==> config.mk <==
export PLATFORM = sky130hd
export DESIGN_NAME = tept_div
export DESIGN_NICKNAME = d
export VERILOG_FILES = /design/src/hdl/tept_pkg.sv /design/src/hdl/tept_div.sv
export SDC_FILE = /design/constraint.sdc
export NUM_CORES = 1
export LEC_CHECK = 0
export ABC_AREA = 1
export ABC_CLOCK_PERIOD_IN_PS = 24700
export BUFFER_PORTS_ARGS = -buffer_cell sky130_fd_sc_hd__buf_2
export CAP_MARGIN = 20
export CORE_MARGIN = 4
export CORE_UTILIZATION = 50
export DETAILED_ROUTE_END_ITERATION = 7
export GPL_TIMING_DRIVEN = 0
export PLACE_DENSITY = 0.71
export SETUP_SLACK_MARGIN = 0.2
export SLEW_MARGIN = 20
export SYNTH_ARGS = -nofsm -noshare
export SYNTH_HDL_FRONTEND = slang
export SYNTH_SLANG_ARGS = --single-unit
==> constraint.sdc <==
create_clock -name clk -period 24.7 [get_ports clk]
set_input_delay 1.235 -clock clk [delete_from_list [all_inputs] [get_ports clk]]
set_output_delay 1.235 -clock clk [all_outputs]
set_load 0.01 [all_outputs]
==> src/hdl/tept_pkg.sv <==
// ----------------------------------------------------------------------------
// tept_pkg
// Shared types and constants for the task energy and power tracker.
// ----------------------------------------------------------------------------
package tept_pkg;

  localparam logic [1:0] STATUS_START   = 2'd0;
  localparam logic [1:0] STATUS_PRIMED  = 2'd1;
  localparam logic [1:0] STATUS_UPDATED = 2'd2;

  localparam logic [63:0] POWER_SCALE = 64'd1000;
  localparam logic [63:0] ALL_ONES    = 64'hFFFF_FFFF_FFFF_FFFF;
  // Largest quotient that can be scaled by 1000 without overflow.
  localparam logic [63:0] SCALE_LIMIT = ALL_ONES / POWER_SCALE;

  typedef enum logic [3:0] {
    ST_IDLE,
    ST_CLEAR,
    ST_READ,
    ST_DECIDE,
    ST_DIV,
    ST_SCALE,
    ST_WRITE,
    ST_OUT
  } state_t;

  // One context-switch word and one result word.
  typedef struct packed {
    logic [3:0]  cpu_index;
    logic [11:0] outgoing_slot;
    logic [11:0] incoming_slot;
    logic [63:0] time_ns;
    logic [63:0] core_energy;
  } switch_word_t;

  typedef struct packed {
    logic [1:0]  status;
    logic [63:0] task_power;
    logic [63:0] task_energy;
  } tracker_word_t;

  typedef struct packed {
    logic        start;
    logic [63:0] dividend;
    logic [63:0] divisor;
  } div_req_t;

  typedef struct packed {
    logic        done;
    logic [63:0] quotient;
  } div_rsp_t;

endpackage

==> src/hdl/tept_div.sv <==
// ----------------------------------------------------------------------------
// tept_div
// Radix-2 restoring divider, 64-bit unsigned, one quotient bit per cycle.
// ----------------------------------------------------------------------------
module tept_div
  import tept_pkg::*;
(
  input  logic     clk,
  input  logic     rst,
  input  div_req_t req,
  output div_rsp_t rsp
);

  logic [63:0] rem;
  logic [63:0] quo;
  logic [63:0] dvs;
  logic [6:0]  count;
  logic        busy;
  logic        fin;
  logic [64:0] trial;

  assign trial = {rem, quo[63]} - {1'b0, dvs};

  always_ff @(posedge clk) begin
    if (rst) begin
      busy <= 1'b0;
      fin  <= 1'b0;
    end else begin
      fin <= 1'b0;
      if (req.start) begin
        busy  <= 1'b1;
        rem   <= '0;
        quo   <= req.dividend;
        dvs   <= req.divisor;
        count <= 7'd0;
      end else if (busy) begin
        // Shift in the next dividend bit and subtract when it fits.
        if (!trial[64]) begin
          rem <= trial[63:0];
          quo <= {quo[62:0], 1'b1};
        end else begin
          rem <= {rem[62:0], quo[63]};
          quo <= {quo[62:0], 1'b0};
        end
        count <= count + 7'd1;
        if (count == 7'd63) begin
          busy <= 1'b0;
          fin  <= 1'b1;
        end
      end
    end
  end

  assign rsp = '{done: fin, quotient: quo};

endmodule

== After elaboration in Yosys (flattened, before gate mapping) ==
Cells that the tools add are included.
Storage, ports and cells
  register bits after elaboration: 201
  output and inout port bits: 65
  word-level logic and storage cells: 25
Cells by class
  add/sub/neg operators: 2
  equal/unequal tests: 1
  multiplexer cells: 10
  bitwise operators: 2
  reductions and logical operators: 4
Operator list (number)
  64-bit 2-to-1 mux: 4
  65-bit by 64-bit subtractor with 65-bit output: 1
  7-bit by 1-bit adder with 7-bit output, second input constant: 1
  7-bit by 6-bit == test with 1-bit output, second input constant: 1
  7-bit 2-to-1 mux: 1
  1-bit 2-to-1 mux: 5
  2-bit AND reduction: 2
  3-bit OR reduction: 1
  1-bit inverter: 2
  2-bit nonzero test: 1

== Depth between registers and ports, before layout ==
Gate-level depths: netlist of the first run.
  depth in word-level cells: 4
  depth in mapped cells: 20
  mapped depth without buffers: 19

== Worst setup path after synthesis of the first run ==
No wires, ideal clock.
  path kind: input-to-reg
  start point: input req[128] (netlist name)
  end point: register count[0] (enable)
  arrival time: 8.134 ns
  data required time: 24.023 ns
  setup slack: 15.889 ns
  stages: 4
  buffers on the path: 2
  cells stage by stage: clkbuf_1 > inv_2 > clkbuf_1 > a21oi_1
On the way
  longest elaborated chain between the ends: 2
RTL lines
  start: declaration: RTL line tept_div.sv:10  | input div_req_t req,
  2-bit nonzero test (no line)
  2-bit AND reduction (no line)
  end signal: assignment: RTL line tept_div.sv:45  | count <= count + 7'd1;
  end: declaration: RTL line tept_div.sv:17  | logic [6:0] count;
No other way between the ends.
A chain may end at the register's enable or synchronous reset.

== Final worst setup path of the first run ==
  start point: input req[128] (netlist name)
  end point: register rem[46] (enable)
On the way
  longest elaborated chain between the ends: 2
RTL lines
  2-bit nonzero test (no line)
  2-bit AND reduction (no line)
  end signal: assignment: RTL line tept_div.sv:39  | rem <= trial[63:0];
  end signal: assignment: RTL line tept_div.sv:42  | rem <= {rem[62:0], quo[63]};
  end: declaration: RTL line tept_div.sv:14  | logic [63:0] rem;
No other way between the ends.

==> results of run 1 <==
-- power by group --
group          switching, mW  internal (mW)
clock                  0.139          0.203
sequential            0.0149          0.414
combinational          0.251          0.124
-- logic make-up after synthesis --
logic type	Yosys count
AO/OA/AOI/OAI	81
flip-flops	201
AND/OR/NAND/NOR	1288
adder cells (fa/ha/maj)	66
buffers and inverters	457
XOR/XNOR	33
-- metal layers --
metal	part of all wire [%]	up-vias
met5	0.087	-
met4	2.3	6
met3	9.1	57
met2	46	475
met1	43	6047
li1	-	6908
-- worst reg2reg max path: stages (launching register included) --
cell      delay (ps)
edfxtp_1         380
inv_1             60
ha_1             230
fa_1             420
inv_1            130
nand2_1           70
nand2_1           80
nand3_1          100
nand2_2          160
nand2_1          100
nand2_2          130
nand2_1           80
nand2_2          140
nand2_2           90
nand2_2           90
nand2_2           70
nand2_4          100
buf_2            280
nand2_1          110
nand2_1           90
nor2_1            50
-- flip-flops by register name (all words and copies together) (netlist names) --
signal and count:
fin 1, quo 64, rem 64, count 7, dvs 64, busy 1
-- final cells by class --
class | count | area [sq um]
inverters | 422 | 1584
clock buffers | 30 | 601.8
repair buffers | 203 | 1204
diodes | 1 | 2.502
multi-input cells | 1468 | 6726
clock inverters | 11 | 133.9
well taps | 384 | 480.5
fillers | 2791 | 11680
plain buffers | 35 | 193.9
flip-flops and latches | 201 | 6016
-- cells in the final DEF (no fill, tap or decap), types with 14 or more instances in the layout --
cell type and n:
a21oi_1 59, buf_2 198, clkbuf_1 25, clkbuf_16 23, edfxtp_1 199, ha_1 65
inv_1 413, nand2_1 926, nand3_1 60, nand3b_1 14, nand4_1 14, nor2_1 217
nor2_2 19, nor3_1 15, xor2_1 33
-- path summary, 6_finish.rpt --
check                         startpoint  cells after the start  slack, ps               endpoint
setup / recovery                req[128]                      9      21160  rem[46]$_SDFFCE_PP0P_
hold / removal    count[6]$_SDFFCE_PP0P_                      2        530        busy$_SDFF_PP0_
setup reg to reg       quo[63]$_DFFE_PP_                     20      21500  rem[47]$_SDFFCE_PP0P_
hold reg to reg   count[6]$_SDFFCE_PP0P_                      2        530        busy$_SDFF_PP0_
==> results by group, run 1 <==
Detailed routing
  – Routed wire length: 44,940 um
  – DRC viols: 0
  – Starting DRT DRC Count: 963
  – Vias/cell: 4.898
  – Routed vias: approximately 13,000
  – Remaining antenna violation count after routing: 0
  – Drt pass-1 iters: 7
  – Post-DR wirelength/cell: 16.31 um

Critical path
  – Crit start category: primary input
  – CP max FO: 20
  – Crit-path max cell delay: 640 ps
  – Worst-path cell chain: clkbuf_1 -> inv_2 -> clkbuf_1 -> a21oi_4 -> buf_16 -> buf_16 -> buf_16 -> buf_16 -> buf_16
  – Critical path arrival: 3770 ps
  – Worst setup path category: in -> reg
  – Critical path's most frequent cell: buf_16
  – Buf/Inv on CP: 8
  – Crit path max-delay family: buffers and inverters
  – Worst path slowest cell: a21oi_4
  – Crit. End Element: register
  – Worst Path Required: 24,930 ps

Clock network
  – Setup Buffers After CTS: 0
  – # resized after CTS: 0
  – Worst-case clock buffer depth: 3
  – Clock root buffer master: clkbuf_16
  – Worst-path clk slew: 60 ps
  – Clk Latency, worst-skew pair: 530 ps
  – CTS tree: yes
  – CTS Sinks: 201
  – # H-tree levels: 1
  – TritonCTS Buffers: 23
  – Hold_buf cts: 0

Placement
  – GP Congestion: 0.9919
  – Area after DPL: 0.01620 sq mm
  – Placed wire-length estimate: 37,130 um
  – Number of port buffers: 194
  – Pre-CTS setup slack: 20,620 ps
  – Post-placement cell count: 2,713

STA
  – Fin crit share: between 10% and 20%
  – Final hold slack: 534.3 ps
  – Max-slew violations: 0
  – RSZ-0062 raised after global routing: no
  – Worst Clk Skew: around 11 ps
  – Slew headroom: about half
  – Final Setup Violations: 0
  – Min cycle time layout: 3538 ps
  – Measured slew at the worst slew-check pin: 762.7 ps
  – Final hold violations: 0
  – Final WS setup: 21,160 ps
  – Setup TNS: 0 ps
  – Fmax: approximately 280 MHz

Power
  – Pwr/cell area: 67.64 mW/mm^2
  – Leak Pwr: 9.176 nW
  – Post-route total power: 1.146 mW
  – IR drop worst, VDD: 0.00004191 V

Layout
  – Post-route insts no fill: 2,755
  – P&R area growth vs syn: 16.83%
  – Util after Layout: 59.19%
  – Layout cells sized above 1: between 10 and 15%
  – NumNets Final: 2,551
  – Final Instance Area: 0.01694 sq mm

Floorplanning
  – Core box area: 0.02863 sq mm
  – Die H: 178.3 um
  – Initial Util: 50.66%
  – Die area: 0.03179 sq mm
  – I/O pin total: between 150 and 200
  – Cell row count: 62
  – Die boundary width: 178.3 um

Logic synthesis
  – Area leader, netlist: edfxtp_1
  – Compound-cell area share of the yosys netlist: 3.028%
  – Synth Area in Adders: under 10%
  – Post-synth top cells: nand2_1, inv_1, nor2_1
  – Mapped Area: 0.01450 sq mm
  – Top_reg_cell synth: edfxtp_1
  – Synth area leaders: edfxtp_1, nand2_1, inv_1
  – Syn_area_per_cell: between 6 and 7 sq um
  – Synth Area in XOR/XNOR: between 1.5 and 2%
  – Syn Inst Count: 2,126
  – Seq/Total Area, Yosys: 41.48%
  – Most common cell in the synthesized netlist: nand2_1
  – Post-synth ARST share: 0%
  – Yosys top cell area share: 41.21%
  – Syn nets: 2,323
  – Main combinational cell family by area after synthesis: simple AND/OR/NAND/NOR gates
  – Synth Register Bits: 201
  – Post-synth EDFFs: ~200
  – Synth warn: 0
  – Mux cell area share after synthesis: 0%
  – Synth Area in Simple Gates: 35.49%
  – Post-synthesis cell type count: 35

Global route
  – GR Layer Usage met2: 46.78%
  – Initial antenna violation count: 4
  – Grt ovf: 0
  – GRT met3 Usage: about 6.2%
  – Grt met1 use: 36.97%
  – Most Crowded Layer GR: met2
  – First-pass GRT wire length: 68,660 um
  – Pin count of the biggest net entering global routing: 28
  – Total track usage: 27.93%
  – Vias in the first global route: roughly 13,000

Run
  – Max-cap viol count: 0

Status
  – Outcome: finished, final reports clean

Hold path
  – Hold Crit Class: reg -> reg
(Power assumes the default switching activity.)
==> inputs of run 2 (changes only) <==
--- a/config.mk
+++ b/config.mk
@@ -6,14 +6,14 @@
 export NUM_CORES = 1
 export LEC_CHECK = 0
 export ABC_AREA = 1
-export ABC_CLOCK_PERIOD_IN_PS = 24700
+export ABC_CLOCK_PERIOD_IN_PS = 3200
 export BUFFER_PORTS_ARGS = -buffer_cell sky130_fd_sc_hd__buf_2
 export CAP_MARGIN = 20
 export CORE_MARGIN = 4
 export CORE_UTILIZATION = 50
 export DETAILED_ROUTE_END_ITERATION = 7
 export GPL_TIMING_DRIVEN = 0
-export PLACE_DENSITY = 0.71
+export PLACE_DENSITY = 0.74
 export SETUP_SLACK_MARGIN = 0.2
 export SLEW_MARGIN = 20
 export SYNTH_ARGS = -nofsm -noshare
==> constraint.sdc (replaced) <==
create_clock -name clk -period 3.2 [get_ports clk]
set_input_delay 0.16 -clock clk [delete_from_list [all_inputs] [get_ports clk]]
set_output_delay 0.16 -clock clk [all_outputs]
set_load 0.01 [all_outputs]
==> results by group, run 2 (same netlist as run 1, synthesis figures left out) <==
Detailed routing
  – Starting DRT DRC Count: 1,300 (+35%)
  – Routed wire length: 46,660 um (+3.8%)
  – Routed vias: 14,450 (+7.1%)
  – DRC viols: 0 (unchanged)
  – Drt pass-1 iters: 5 (-2)
  – Vias/cell: 5.003 (+2.2%)
  – Remaining antenna violation count after routing: 0 (unchanged)
  – Post-DR wirelength/cell: 16.16 um (-0.95%)

Placement
  – Post-placement cell count: 2,713 (unchanged)
  – GP Congestion: 0.9845 (-0.75%)
  – Area after DPL: 0.01625 sq mm (+0.27%)
  – Pre-CTS setup slack: 88.98 ps (-20,530 ps)
  – Placed wire-length estimate: 35,310 um (-4.9%)
  – Number of port buffers: 194 (unchanged)

Critical path
  – Reg-to-reg startpoint: quo[63]$_DFFE_PP_
  – CP max FO: 10 (-50%)
  – Crit. End Element: register
  – Worst reg2reg endpoint: rem[7]$_SDFFCE_PP0P_
  – Crit start category: register
  – Worst Reg-to-Reg Cells: 20 (unchanged)
  – R2r setup slk: 300 ps (-21,200 ps)
  – Worst setup path category: reg -> reg
  – Critical path arrival: 3190 ps (-580 ps)
  – Worst Path Required: 3490 ps (-21,440 ps)

Run
  – Max-cap viol count: 0 (unchanged)

Clock network
  – Worst-path clk slew: 60 ps (about the same)
  – # H-tree levels: 1 (unchanged)
  – CTS Sinks: 201 (unchanged)
  – CTS tree: yes
  – TritonCTS Buffers: 23 (unchanged)
  – Clock root buffer master: clkbuf_16
  – Worst-case clock buffer depth: 3 (unchanged)
  – Clk Latency, worst-skew pair: 530 ps (about the same)

Global route
  – Vias in the first global route: 14,040 (+7.1%)
  – Pin count of the biggest net entering global routing: 29 (+3.6%)
  – Grt ovf: 0 (unchanged)
  – First-pass GRT wire length: 72,190 um (+5.1%)
  – Total track usage: 28.97% (+1.0 points)
  – Initial antenna violation count: 0 (-4)

Hold path
  – WHS Path Cells: 3 (+1)
  – Min-delay src: req[128]
  – Hold Crit Class: in -> reg
  – Worst hold endpoint: count[0]$_SDFFCE_PP0P_

Layout
  – Layout cells sized above 1: 12.66% (+0.34 points)
  – NumNets Final: 2,685 (+5.3%)
  – Filler cells: 2,452 (-12%)
  – P&R area growth vs syn: 27.34%
  – Commonest non-fill, non-tap cells in the layout: nand2_1, inv_1, nor2_1, edfxtp_1, buf_2
  – ANT cells: 0 (-1)
  – Final Instance Area: 0.01847 sq mm (+9.0%)
  – Post-route insts no fill: 2,888 (+4.8%)
  – Commonest non-fill, non-tap cell in the layout: nand2_1
  – Util after Layout: 64.51% (+5.3 points)
  – Largest regs: dvs (64), quo (64), rem (64)

STA
  – Fin crit share: 90.75%
  – Worst Clk Skew: 23.87 ps (+12.42 ps)
  – Final WS setup: 295.8 ps (-20,870 ps)
  – Slew headroom: 53.50% (+4.3 points)
  – Fmax: 344.3 MHz
  – Min cycle time layout: 2904 ps
  – Setup TNS: 0 ps (unchanged)
  – Final hold violations: 0 (unchanged)
  – Final Setup Violations: 0 (unchanged)
  – Max-slew violations: 0 (unchanged)
  – RSZ-0062 raised after global routing: no
  – Measured slew at the worst slew-check pin: 697.5 ps (-65.13 ps)

Floorplanning
  – Die H: 178.3 um (unchanged)
  – Cell row count: 62 (unchanged)
  – Core box area: 0.02863 sq mm (unchanged)
  – Initial Util: 50.66% (unchanged)
  – I/O pin total: 196 (unchanged)
  – Die boundary width: 178.3 um (unchanged)
  – Die area: 0.03179 sq mm (unchanged)

Power
  – Pwr/cell area: 493.4 mW/mm^2 (+630%)
  – IR drop worst, VDD: 0.0005477 V (+1200%)
  – Leak Pwr: 9.839 nW (+7.2%)

Status
  – Outcome: finished, final reports clean
run 2: worst max path at each step:
stage                                startpoint                     end  cells past startpoint
final                         quo[63]$_DFFE_PP_    rem[7]$_SDFFCE_PP0P_                     20
after CTS                 rem[37]$_SDFFCE_PP0P_   rem[56]$_SDFFCE_PP0P_                     16
after detailed placement      quo[63]$_DFFE_PP_   rem[56]$_SDFFCE_PP0P_                     20
after global routing          quo[63]$_DFFE_PP_   rem[30]$_SDFFCE_PP0P_                     20
after floorplan                        req[128]  count[0]$_SDFFCE_PP0P_                      4
after global placement                 req[128]   rem[40]$_SDFFCE_PP0P_                      4
run 2: stage by stage:
stage	total power [mW]	hold slack [ps]
after global placement	6.098	336.4
after floorplan	5.298	238.0
after detailed placement	6.188	338.1
after global routing	9.642	271.9
after CTS	9.025	228.0
final	9.111	260.8
run 2: worst max-delay path, stage by stage (launching register included):
cell and delay, ps:
edfxtp_1 370, inv_1 50, ha_1 220, fa_2 380
inv_2 90, nand2_1 50, nand2_1 70, nand3_1 90
nand2_2 140, nand2_1 80, nand2_2 120, nand2_1 80
nand2_2 140, nand2_4 100, nand2_4 90, nand2_4 100
nand2_8 140, buf_6 150, nand2_1 70, nand2_1 70
nor2_1 50
run 2: area by class of cell:
cell class	instances	area [sq um]	area share (%)
clock buffer	28	614.3	3.327
clock inverter	13	148.9	0.8063
tap	384	480.5	2.602
buffer	35	259.0	1.403
inverter	422	1589	8.605
timing repair buffer	336	2532	13.71
sequential	201	6016	32.58
multi-input combinational	1469	6827	36.97
run 2: layer usage:
layer	share of wire, %	GRT usage, %	up-vias
met1	42	38.79	6530
met5	0	0	-
li1	-	-	7186
met4	3.2	8.283	0
met3	9.0	5.256	91
met2	46	48.39	643
run 2: repair_timing:
item,CTS,global route
resized for setup,7,21
setup buffers,1,3
hold endpoints to repair,129,0
gates cloned,0,1
setup endpoints to repair,58,65
hold buffers,129,0
pin swaps,0,2
run 2: power breakdown:
| group | switching (mW) | internal (mW) | total, mW |
|---|---|---|---|
| Clock | 1.08 | 1.61 | 2.69 |
| Combinational | 1.99 | 1.12 | 3.11 |
| Sequential | 0.120 | 3.19 | 3.31 |
==> inputs of run 3 (changes only) <==
--- a/config.mk
+++ b/config.mk
@@ -5,7 +5,6 @@
 export SDC_FILE = /design/constraint.sdc
 export NUM_CORES = 1
 export LEC_CHECK = 0
-export ABC_AREA = 1
 export ABC_CLOCK_PERIOD_IN_PS = 3200
 export BUFFER_PORTS_ARGS = -buffer_cell sky130_fd_sc_hd__buf_2
 export CAP_MARGIN = 20
@@ -13,7 +12,7 @@
 export CORE_UTILIZATION = 50
 export DETAILED_ROUTE_END_ITERATION = 7
 export GPL_TIMING_DRIVEN = 0
-export PLACE_DENSITY = 0.74
+export PLACE_DENSITY = 0.75
 export SETUP_SLACK_MARGIN = 0.2
 export SLEW_MARGIN = 20
 export SYNTH_ARGS = -nofsm -noshare
==> results by group, run 3 <==
Power
  – IR drop worst, VDD: 0.0005752 V (+5.0%)
  – Leak Pwr: 6.860 nW (-30%)
  – Internal: 5.957 mW (+0.68%)
  – Clock power frac: 33.2% (+3.7 points)
  – Gate power share: 28.8% (-5.3 points)
  – Psw: 2.658 mW (-17%)
  – Sequential power share: 38.0% (+1.6 points)
  – Pwr/cell area: 516.7 mW/mm^2 (+4.7%)
  – Switch share: 30.85% (-4.2 points)

Detailed routing
  – Drt pass-1 iters: 5 (unchanged)
  – DRC viols: 0 (unchanged)
  – Routed wire length: 37,520 um (-20%)
  – Remaining antenna violation count after routing: 0 (unchanged)
  – Routed vias: 10,950 (-24%)
  – Post-DR wirelength/cell: 19.83 um (+23%)
  – Starting DRT DRC Count: 1,079 (-17%)
  – Vias/cell: 5.787 (+16%)

Placement
  – GP Congestion: 0.9429 (-4.2%)
  – Number of port buffers: 194 (unchanged)
  – Post-placement cell count: 1,679 (-38%)
  – Placed wire-length estimate: 24,260 um (-31%)

STA
  – Fin crit share: 119.6% (+29 points)
  – RSZ-0062 raised after global routing: yes
  – Setup TNS: -36,280 ps (-36,280 ps)
  – Min cycle time layout: 3828 ps (+923.9 ps)
  – Final hold violations: 0 (unchanged)
  – Worst Clk Skew: 25.52 ps (+1.653 ps)
  – Max-slew violations: 0 (unchanged)
  – Fmax: 261.2 MHz (-24%)
  – Final hold slack: 324.4 ps (+63.53 ps)
  – Slew headroom: 44.82% (-8.7 points)
  – Final WS setup: -628.1 ps (-923.9 ps)
  – Final Setup Violations: 65 (+65)
  – Measured slew at the worst slew-check pin: 827.6 ps (+130.1 ps)

Clock network
  – Worst-path clk slew: 60 ps (about the same)
  – Clk Latency, worst-skew pair: 550 ps (+20 ps)
  – Worst-case clock buffer depth: 3 (unchanged)
  – CTS tree: yes
  – Clock root buffer master: clkbuf_16
  – TritonCTS Buffers: 24 (+4.3%)
  – CTS Sinks: 201 (unchanged)
  – # H-tree levels: 1 (unchanged)

Global route
  – Vias in the first global route: 10,930 (-22%)
  – Grt ovf: 0 (unchanged)
  – Total track usage: 27.55% (-1.4 points)
  – Pin count of the biggest net entering global routing: 30 (+3.4%)
  – First-pass GRT wire length: 58,610 um (-19%)
  – Initial antenna violation count: 0 (unchanged)

Layout
  – Commonest non-fill, non-tap cells in the layout: edfxtp_1, buf_2, nand2_1, dlygate4sd3_1, a21oi_1
  – Commonest non-fill, non-tap cell in the layout: edfxtp_1
  – Largest regs: dvs (64), quo (64), rem (64)
  – ANT cells: 0 (unchanged)
  – Util after Layout: 71.03% (+6.5 points)
  – Filler cells: 1,568 (-36%)
  – P&R area growth vs syn: 39.46%
  – Post-route insts no fill: 1,892 (-34%)
  – Layout cells sized above 1: 28.99% (+16 points)
  – NumNets Final: 1,752 (-35%)

Floorplanning
  – Cell row count: 56 (-9.7%)
  – I/O pin total: 196 (unchanged)
  – Die area: 0.02645 sq mm (-17%)
  – Initial Util: 50.93% (+0.27 points)
  – Die H: 162.6 um (-8.8%)
  – Die boundary width: 162.6 um (-8.8%)
  – Core box area: 0.02347 sq mm (-18%)

Critical path
  – Crit start category: register
  – Crit. End Element: register
  – Critical path arrival: 4210 ps (+1020 ps)
  – Worst setup path category: reg -> reg
  – Worst Reg-to-Reg Cells: 12 (-40%)
  – Worst Path Required: 3580 ps (+90 ps)
  – CP max FO: 5 (-5)

Logic synthesis
  – Synth Register Bits: 201 (unchanged)
  – Area leader, netlist: edfxtp_1
  – Post-synthesis cell type count: 65 (+86%)
  – Syn nets: 1,355 (-42%)
  – Post-synth ARST share: 0% (unchanged)
  – Syn Inst Count: 1,158 (-46%)
  – Post-synth top cells: edfxtp_1, nand2_1, a21oi_1
  – Yosys top cell area share: 49.98% (+8.8 points)
  – Top_reg_cell synth: edfxtp_1
  – Synth warn: 0 (unchanged)
  – Syn_area_per_cell: 10.32 sq um (+51%)
  – Most common cell in the synthesized netlist: edfxtp_1
  – Mapped Area: 0.01196 sq mm (-18%)
  – Synth area leaders: edfxtp_1, ha_1, mux2_2
  – Post-synth EDFFs: 199 (unchanged)
  – Seq/Total Area, Yosys: 50.32% (+8.8 points)

Hold path
  – Hold Crit Class: in -> reg
  – WHS Path Cells: 2 (-1)

Status
  – Failing checks: negative setup slack
  – Outcome: finished with violations

Run
  – Max-cap viol count: 0 (unchanged)
## run 3: cell count changes after synthesis, moves of 20 or more
cell	delta
a21o_1	+26
a21oi_1	+79
inv_1	-327
mux2_2	+64
nand2_1	-770
nand3_1	-37
nor2_1	-165
o21ai_0	+37
xnor2_1	+20
## run 3: power by group through the flow
stage	sequential (mW)	combinational, mW	clock (mW)
floorplan	3.31	1.36	0
global placement	3.31	1.86	0
detailed placement	3.31	1.95	0
CTS	3.26	2.25	2.87
global route	3.29	2.70	3.00
finish	3.27	2.48	2.86
## run 3: path summary, 6_finish.rpt
path / from / to / slack, ps
max: rem[39]$_SDFFCE_PP0P_ / rem[58]$_SDFFCE_PP0P_ / -630
min: req[59] / dvs[59]$_DFFE_PP_ / 320
max reg2reg: rem[39]$_SDFFCE_PP0P_ / rem[58]$_SDFFCE_PP0P_ / -630
min reg2reg: busy$_SDFF_PP0_ / fin$_SDFF_PP0_ / 540
## run 3: cells by family (layout without fill, tap and decap cells)
| kind of cell | Yosys count | count (layout) | synth area share (%) |
|---|---|---|---|
| mux | 65 | 65 | 6.112 |
| compound gates | 307 | 307 | 15.75 |
| simple gates | 342 | 342 | 13.44 |
| xor+xnor | 40 | 40 | 2.930 |
| flops | 201 | 201 | 50.32 |
| buf+inv | 137 | 552 | 4.479 |
| fa+ha+maj | 66 | 66 | 6.970 |
## run 3: what timing repair did
item                                   CTS  global route
hold buffers                           129             0
pin swaps                               17            15
endpoints found under the hold margin  129             0
setup endpoints to repair               65            65
setup buffers                           24            16
resized for setup                       62            84
## run 3: cell type report
cell class                 count  area [sq um]  area share [%]
sequential                   201          6016           36.08
multi-input combinational    820          5931           35.57
timing repair buffer         371          2794           16.76
clock buffer                  30         653.1           3.917
tap                          319         399.1           2.394
buffer                        51         382.9           2.296
inverter                      86         322.8           1.936
clock inverter                14         173.9           1.043
## run 3: layer usage
metal,vias up,track usage (%),share of wire [%]
li1,5084,-,-
met1,5167,36.36,40
met2,608,46.65,48
met4,0,8.044,3.4
met5,-,0,0
met3,90,5.239,8.2
## run 3: critical path: stages, from the launching register on
cell       delay, ps
edfxtp_1         440
ha_4             290
buf_6             90
and4_1           220
or3b_4           410
or3_4            420
nor2_4           100
o211ai_1         190
nor4bb_4         240
or4_4            540
buf_8            170
or4_4            490
o2111ai_2         80
## run 3: metrics by stage
step / cell area, sq um / power, mW / setup WS (ps)
3_3_place_gp: 13410 / 5.176 / -1290
2_1_floorplan: 12040 / 4.667 / -144.2
4_1_cts: 16220 / 8.381 / -526.3
3_5_place_dp: 13620 / 5.254 / -1377
6_report: 16670 / 8.615 / -628.1
5_1_grt: 16670 / 8.986 / -654.8
